==> src/rtl/afd_pkg.sv <==
// types and constants of the adts frame deframer
package afd_pkg;

   // parser phase
   typedef enum logic [1:0] {
      PH_HUNT    = 2'd0,
      PH_SYNC2   = 2'd1,
      PH_HEADER  = 2'd2,
      PH_PAYLOAD = 2'd3
   } phase_type;

   // result kind
   typedef enum logic [1:0] {
      KIND_HEADER     = 2'd0,
      KIND_PAYLOAD    = 2'd1,
      KIND_BAD_LENGTH = 2'd2
   } kind_type;

   localparam logic [7:0]  SYNC_BYTE     = 8'hFF;
   localparam logic [3:0]  SYNC_NIBBLE   = 4'hF;
   localparam logic [12:0] HDR_BYTES     = 13'd7;
   localparam logic [2:0]  HDR_COLLECT   = 3'd4;

   // one input item
   typedef struct packed {
      logic [7:0] data_byte;
      logic       end_of_buffer;
   } item_type;

   // one result item
   typedef struct packed {
      kind_type    kind;
      logic [7:0]  payload_byte;
      logic [12:0] frame_length;
      logic [1:0]  profile;
      logic [3:0]  rate_index;
      logic [2:0]  channel_config;
      logic        frame_end;
      logic        truncated;
   } result_type;

endpackage

==> src/rtl/afd_in_stage.sv <==
// input register of the deframer
module afd_in_stage (
   input  logic              clock,
   input  logic              reset,
   input  logic              req_valid,
   output logic              req_ready,
   input  afd_pkg::item_type req_item,
   input  logic              take,
   output logic              item_valid,
   output afd_pkg::item_type item
);
   import afd_pkg::*;

   logic     valid_ff, valid_in;
   item_type item_ff;

   // register is free when empty or being drained this cycle
   assign req_ready = !valid_ff || take;
   assign valid_in  = req_valid || (valid_ff && !take);

   always_ff @(posedge clock) begin
      if (reset) begin
         valid_ff <= 1'b0;
      end else begin
         valid_ff <= valid_in;
      end
   end

   // payload loads on every accepted item
   always_ff @(posedge clock) begin
      if (req_valid && req_ready) begin
         item_ff <= req_item;
      end
   end

   assign item_valid = valid_ff;
   assign item       = item_ff;
endmodule

==> src/rtl/afd_parser.sv <==
// sync hunt, header collection and payload count
module afd_parser (
   input  logic                clock,
   input  logic                reset,
   input  logic                step,
   input  logic                enable,
   input  afd_pkg::item_type   item,
   output logic                res_valid,
   output afd_pkg::result_type res
);
   import afd_pkg::*;

   phase_type   phase_ff, phase_in;
   logic [2:0]  header_count_ff, header_count_in;
   logic [31:0] header_store_ff, header_store_in;
   logic [12:0] payload_left_ff, payload_left_in;

   logic [7:0]  b2, b3, b4, b5;
   logic [12:0] len;

   always_ff @(posedge clock) begin
      if (reset) begin
         phase_ff        <= PH_HUNT;
         header_count_ff <= 3'd0;
         header_store_ff <= 32'd0;
         payload_left_ff <= 13'd0;
      end else begin
         phase_ff        <= phase_in;
         header_count_ff <= header_count_in;
         header_store_ff <= header_store_in;
         payload_left_ff <= payload_left_in;
      end
   end

   // header fields from stored bytes two to five
   assign b2  = header_store_ff[31:24];
   assign b3  = header_store_ff[23:16];
   assign b4  = header_store_ff[15:8];
   assign b5  = header_store_ff[7:0];
   assign len = {b3[1:0], b4, b5[7:5]};

   // next state and result
   always_comb begin
      phase_in        = phase_ff;
      header_count_in = header_count_ff;
      header_store_in = header_store_ff;
      payload_left_in = payload_left_ff;
      res_valid       = 1'b0;
      res             = '0;
      if (step && enable) begin
         case (phase_ff)
            PH_HUNT: begin
               if (!item.end_of_buffer && item.data_byte == SYNC_BYTE) begin
                  phase_in = PH_SYNC2;
               end
            end
            PH_SYNC2: begin
               if (!item.end_of_buffer && item.data_byte[7:4] == SYNC_NIBBLE) begin
                  phase_in        = PH_HEADER;
                  header_count_in = 3'd0;
                  header_store_in = 32'd0;
               end else begin
                  phase_in = PH_HUNT;
               end
            end
            PH_HEADER: begin
               if (header_count_ff < HDR_COLLECT) begin
                  header_store_in = {header_store_ff[23:0], item.data_byte};
                  header_count_in = header_count_ff + 3'd1;
                  if (item.end_of_buffer) begin
                     phase_in = PH_HUNT;
                  end
               end else begin
                  // seventh header byte: report the header
                  res_valid          = 1'b1;
                  res.frame_length   = len;
                  res.profile        = b2[7:6];
                  res.rate_index     = b2[5:2];
                  res.channel_config = {b2[0], b3[7:6]};
                  res.kind           = KIND_HEADER;
                  header_count_in    = 3'd0;
                  if (len < HDR_BYTES) begin
                     res.kind = KIND_BAD_LENGTH;
                     phase_in = PH_HUNT;
                  end else if (len == HDR_BYTES) begin
                     phase_in = PH_HUNT;
                  end else if (item.end_of_buffer) begin
                     res.truncated = 1'b1;
                     phase_in      = PH_HUNT;
                  end else begin
                     payload_left_in = len - HDR_BYTES;
                     phase_in        = PH_PAYLOAD;
                  end
               end
            end
            PH_PAYLOAD: begin
               res_valid        = 1'b1;
               res.kind         = KIND_PAYLOAD;
               res.payload_byte = item.data_byte;
               if (payload_left_ff <= 13'd1) begin
                  res.frame_end   = 1'b1;
                  payload_left_in = 13'd0;
                  phase_in        = PH_HUNT;
               end else if (item.end_of_buffer) begin
                  res.truncated   = 1'b1;
                  payload_left_in = 13'd0;
                  phase_in        = PH_HUNT;
               end else begin
                  payload_left_in = payload_left_ff - 13'd1;
               end
            end
            default: begin
               phase_in = PH_HUNT;
            end
         endcase
      end
   end
endmodule

==> src/rtl/afd_out_stage.sv <==
// result register of the deframer
module afd_out_stage (
   input  logic                clock,
   input  logic                reset,
   input  logic                step,
   input  logic                res_valid,
   input  afd_pkg::result_type res,
   output logic                space,
   output logic                rsp_valid,
   input  logic                rsp_ready,
   output afd_pkg::result_type rsp
);
   import afd_pkg::*;

   logic       valid_ff, valid_in;
   result_type res_ff;

   // free when empty or being taken this cycle
   assign space    = !valid_ff || rsp_ready;
   assign valid_in = space ? (step && res_valid) : valid_ff;

   always_ff @(posedge clock) begin
      if (reset) begin
         valid_ff <= 1'b0;
      end else begin
         valid_ff <= valid_in;
      end
   end

   always_ff @(posedge clock) begin
      if (step && res_valid) begin
         res_ff <= res;
      end
   end

   assign rsp_valid = valid_ff;
   assign rsp       = res_ff;
endmodule

==> src/rtl/adts_frame_deframer_unit.sv <==
// top level of the adts frame deframer
// Takes one byte of an ADTS stream per cycle when not held by back-pressure
// and, once enabled, hunts for the 0xFF / 0xFx sync pair, gathers the rest of
// the seven-byte header, reports frame length, profile, rate index and channel
// configuration (kind 0, or kind 2 when the length is below seven), then passes
// the payload bytes through (kind 1) with tlast on the final one and a truncated
// flag when req_tlast ends the buffer early. One item is accepted every cycle
// while the result register has room. An accepted item is held in the input
// register, and its result is loaded into the result register once that has
// room; rsp_tvalid then rises. rsp_tready back-pressure reaches req_tready
// combinationally through those two stages. Items that cause no result are
// still consumed at full rate while the result register has room. With enable
// clear, items are taken and dropped.
module adts_frame_deframer_unit (
   input  logic        clock,
   input  logic        reset,
   input  logic        req_tvalid,
   output logic        req_tready,
   input  logic [7:0]  req_tdata,   // data_byte
   input  logic        req_tlast,   // end_of_buffer
   output logic        rsp_tvalid,
   input  logic        rsp_tready,
   // payload_byte[7:0], frame_length[20:8], profile[22:21], rate_index[26:23],
   // channel_config[29:27], truncated[30], zero[31]
   output logic [31:0] rsp_tdata,
   output logic [1:0]  rsp_tuser,   // kind
   output logic        rsp_tlast,   // frame_end
   input  logic        csr_valid,
   output logic        csr_ready,
   input  logic        csr_data     // enable
);
   import afd_pkg::*;

   logic       enable_ff;
   item_type   req_item, item;
   logic       item_valid, step, space;
   logic       res_valid;
   result_type res, rsp;

   // enable register
   assign csr_ready = 1'b1;
   always_ff @(posedge clock) begin
      if (reset) begin
         enable_ff <= 1'b0;
      end else if (csr_valid) begin
         enable_ff <= csr_data;
      end
   end

   assign req_item.data_byte     = req_tdata;
   assign req_item.end_of_buffer = req_tlast;
   assign step                   = item_valid && space;

   afd_in_stage u_in_stage (
      .clock      (clock),
      .reset      (reset),
      .req_valid  (req_tvalid),
      .req_ready  (req_tready),
      .req_item   (req_item),
      .take       (step),
      .item_valid (item_valid),
      .item       (item)
   );

   afd_parser u_parser (
      .clock     (clock),
      .reset     (reset),
      .step      (step),
      .enable    (enable_ff),
      .item      (item),
      .res_valid (res_valid),
      .res       (res)
   );

   afd_out_stage u_out_stage (
      .clock     (clock),
      .reset     (reset),
      .step      (step),
      .res_valid (res_valid),
      .res       (res),
      .space     (space),
      .rsp_valid (rsp_tvalid),
      .rsp_ready (rsp_tready),
      .rsp       (rsp)
   );

   // result packing
   assign rsp_tdata = {1'b0, rsp.truncated, rsp.channel_config, rsp.rate_index,
                       rsp.profile, rsp.frame_length, rsp.payload_byte};
   assign rsp_tuser = rsp.kind;
   assign rsp_tlast = rsp.frame_end;
endmodule

==> config.mk <==
export PLATFORM = sky130hd
export DESIGN_NAME = adts_frame_deframer_unit
export DESIGN_NICKNAME = d
export VERILOG_FILES = /design/src/rtl/afd_pkg.sv /design/src/rtl/afd_in_stage.sv /design/src/rtl/afd_parser.sv /design/src/rtl/afd_out_stage.sv /design/src/rtl/adts_frame_deframer_unit.sv
export SDC_FILE = /design/constraint.sdc
export NUM_CORES = 1
export LEC_CHECK = 0
export BUFFER_PORTS_ARGS = -buffer_cell sky130_fd_sc_hd__buf_2
export CORE_MARGIN = 3
export CORE_UTILIZATION = 45
export DETAILED_ROUTE_END_ITERATION = 7
export PLACE_DENSITY_LB_ADDON = 0.3
export SLEW_MARGIN = 20
export SYNTH_ARGS = -nofsm -noshare
export SYNTH_HDL_FRONTEND = slang
export SYNTH_SLANG_ARGS = --single-unit
==> constraint.sdc <==
create_clock -name clock -period 2.28 [get_ports clock]
set_input_delay 0.57 -clock clock [delete_from_list [all_inputs] [get_ports clock]]
set_output_delay 0.57 -clock clock [all_outputs]
set_load 0.05 [all_outputs]
==> out/results.ini <==
[run_status]
status=finished clean

[clocking]
h-tree-depth=3
post_cts_buffers=0
cts_buffers=9
insertion_delay_ns=0.36
numClockSinks=95
cts_hold_buf=0
cts_tree=yes
path_clk_slew_ns=0.10
clockBufferDepth=2
ctsResizeCount=0
clock-root-buffer=clkbuf_8

[global_routing]
grt_use_total_pct=19.1
antenna_found_initial=0
overflow=0
grt_max_degree=33
grt_first_pass_wirelength_um=16800
grt_pass1_vias=3303

[synth]
synthFlopType=dfxtp_1
yosysSeqAreaShare_pct=53.7
syn_area_per_cell_sq_um=9.85
netlist_instances=441
synth_edf_count=43
synth_nets=464
async_reset_ff_share_pct=0
synth_warnings=0
netlist_area_sq_um=4340
ys_ff_latch=95
synth.distinct_cells=57

[sta]
fmax_ghz=0.454
setup_ws_ns=0.0771
setup_tns_ns=0
finalSetupViolCount=0
slew_violations=0
finalCritPeriodShare_pct=96.6
rsz0062_at_grt=false
hold_violations=0
min_period_ns=2.20
relSlewSlack_pct=63.6
worstMarginPinSlew_ns=0.546
fin_skew_ns=0.00982

[cells_and_area]
syn_to_final_growth_pct=17.9
num-nets-final=531
num_antenna_cells=0
layout_common_cells=dfxtp_1 (52), nand2_1 (51), buf_2 (50)
final_common_cell=dfxtp_1
drive_above_1_share_pct=21.8

[power_and_ir_drop]
power_frac_seq_pct=61.9
intPower_mw=2.21
vdd_drop_max_uv=291
swShare_pct=23.7
clockPowerShare_pct=36.1
comb_power_share_pct=2.0
power.density_nw_per_um2=566
p_leak_nw=2.12
p_switching_mw=0.686

[drt]
antenna_left=0
first_pass_iters=4
avgViaCountPerCell=5.51
vias=3538
drcViolationCount=0
dr.first_iter.drc_count=246
routed_wl_um=10200
wire_per_inst_um=15.9

[die]
die_h_um=104
die_w_um=104
coreArea_sq_um=9330
io_pins=53
initial_core_util_pct=46.6
die-area_sq_um=10900
rows=35

[place]
numPortBuffers=50
dp_hpwl_um=6900
pre_cts_slack_ns=0.118
gp_congestion=0.866

[job]
cap_violations=0

[worst_setup_path]
cp_num_buf_inv=0
cp_top_family=simple AND/OR/NAND/NOR gates
arrival_ns=2.46
worstPathCellList=or4_4 -> or4b_4 -> o21ai_4 -> o21ai_1 -> a32o_1
endpoint_kind=flip-flop
path_max_fanout=9
crit_type=flip-flop to flip-flop
critPathRequiredTime_ns=2.54
critical-path-max-stage-delay_ns=0.53
cp_slowest_cell=or4_4
cp-start-kind=flip-flop

[hold_path]
min_path_type=input port to flip-flop

[stage by stage]
stage	hold WS, ns	area, sq um	instances	utilization, %	total power, mW
after floorplan	0.427	4340	441	-	1.86
after global routing	0.359	5120	642	54.9	2.99
after detailed placement	0.439	4940	626	53.0	1.89
final	0.374	5120	642	54.9	2.90
after CTS	0.360	5120	642	54.9	2.92
after global placement	0.435	4940	626	53.0	1.89
[area by class of cell]
type,count,area [sq um]
tap,129,161
multi-input combinational,300,1820
clock inverter,6,52.6
clock buffer,10,128
timing repair buffer,91,583
sequential,95,2330
inverter,11,41.3
fill,859,4210
[cell families (layout without fill, tap and decap cells)]
logic type	count (synthesis)	in the layout	share of synthesized area, %
XOR/XNOR	10	10	2.02
other	2	2	0.173
adder cells (fa/ha/maj)	8	8	2.30
AO/OA/AOI/OAI	98	98	15.2
flip-flops	95	95	53.7
AND/OR/NAND/NOR	180	180	21.8
multiplexers	2	2	0.461
buffers and inverters	46	118	4.35
[path summary, 6_finish.rpt]
check,start,to,slack (ns),cells after the start
setup / recovery,u_parser.payload_left_ff[3],u_parser.payload_left_ff[10],0.08,5
hold / removal,req_tdata[5],u_in_stage.item[6],0.37,1
setup reg to reg,u_parser.payload_left_ff[3],u_parser.payload_left_ff[10],0.08,5
hold reg to reg,u_parser.header_store_ff[28],u_parser.header_store_ff[28],0.45,2
[power groups by stage]
stage | clock [mW] | sequential (mW) | combinational, mW
final | 1.05 | 1.79 | 0.0574
after global routing | 1.13 | 1.80 | 0.0635
after detailed placement | 0 | 1.83 | 0.0580
after global placement | 0 | 1.83 | 0.0561
after CTS | 1.06 | 1.79 | 0.0580
after floorplan | 0 | 1.83 | 0.0366
[cell usage after synthesis (6+ instances only)]
cell | instances | area [sq um]
nand4_1 | 6 | 37.5
inv_1 | 11 | 41.3
a21oi_1 | 44 | 220
nand2_1 | 51 | 191
o21ai_0 | 8 | 40.0
nand3_1 | 38 | 190
nor2_1 | 15 | 56.3
clkbuf_1 | 25 | 93.8
nor3_1 | 9 | 45.0
ha_1 | 8 | 100
and3_1 | 9 | 56.3
dfxtp_1 | 52 | 1040
edfxtp_1 | 43 | 1290
o32ai_1 | 7 | 61.3
and2_1 | 25 | 156
[per-layer routing]
layer / part of all wire (%) / vias to the layer above / global-route usage (%)
li1: - / 1739 / -
met1: 46 / 1660 / 26.2
met2: 47 / 121 / 30.5
met3: 5.3 / 18 / 2.92
met4: 2.1 / 0 / 7.41
met5: 0 / - / 0
[flip-flops by register name (all words and copies together) (netlist names), 2 cells and up]
name                      count
u_parser.header_store_ff     31
u_parser.header_count_ff      3
u_parser.payload_left_ff     13
u_out_stage.rsp              34
u_parser.phase_ff             2
u_in_stage.item               9
[worst register-to-register path: stages, from the launching register on]
cell	delay, ns
dfxtp_1	0.36
or4_4	0.53
or4b_4	0.52
o21ai_4	0.30
o21ai_1	0.12
a32o_1	0.28
(Power assumes the default switching activity.)
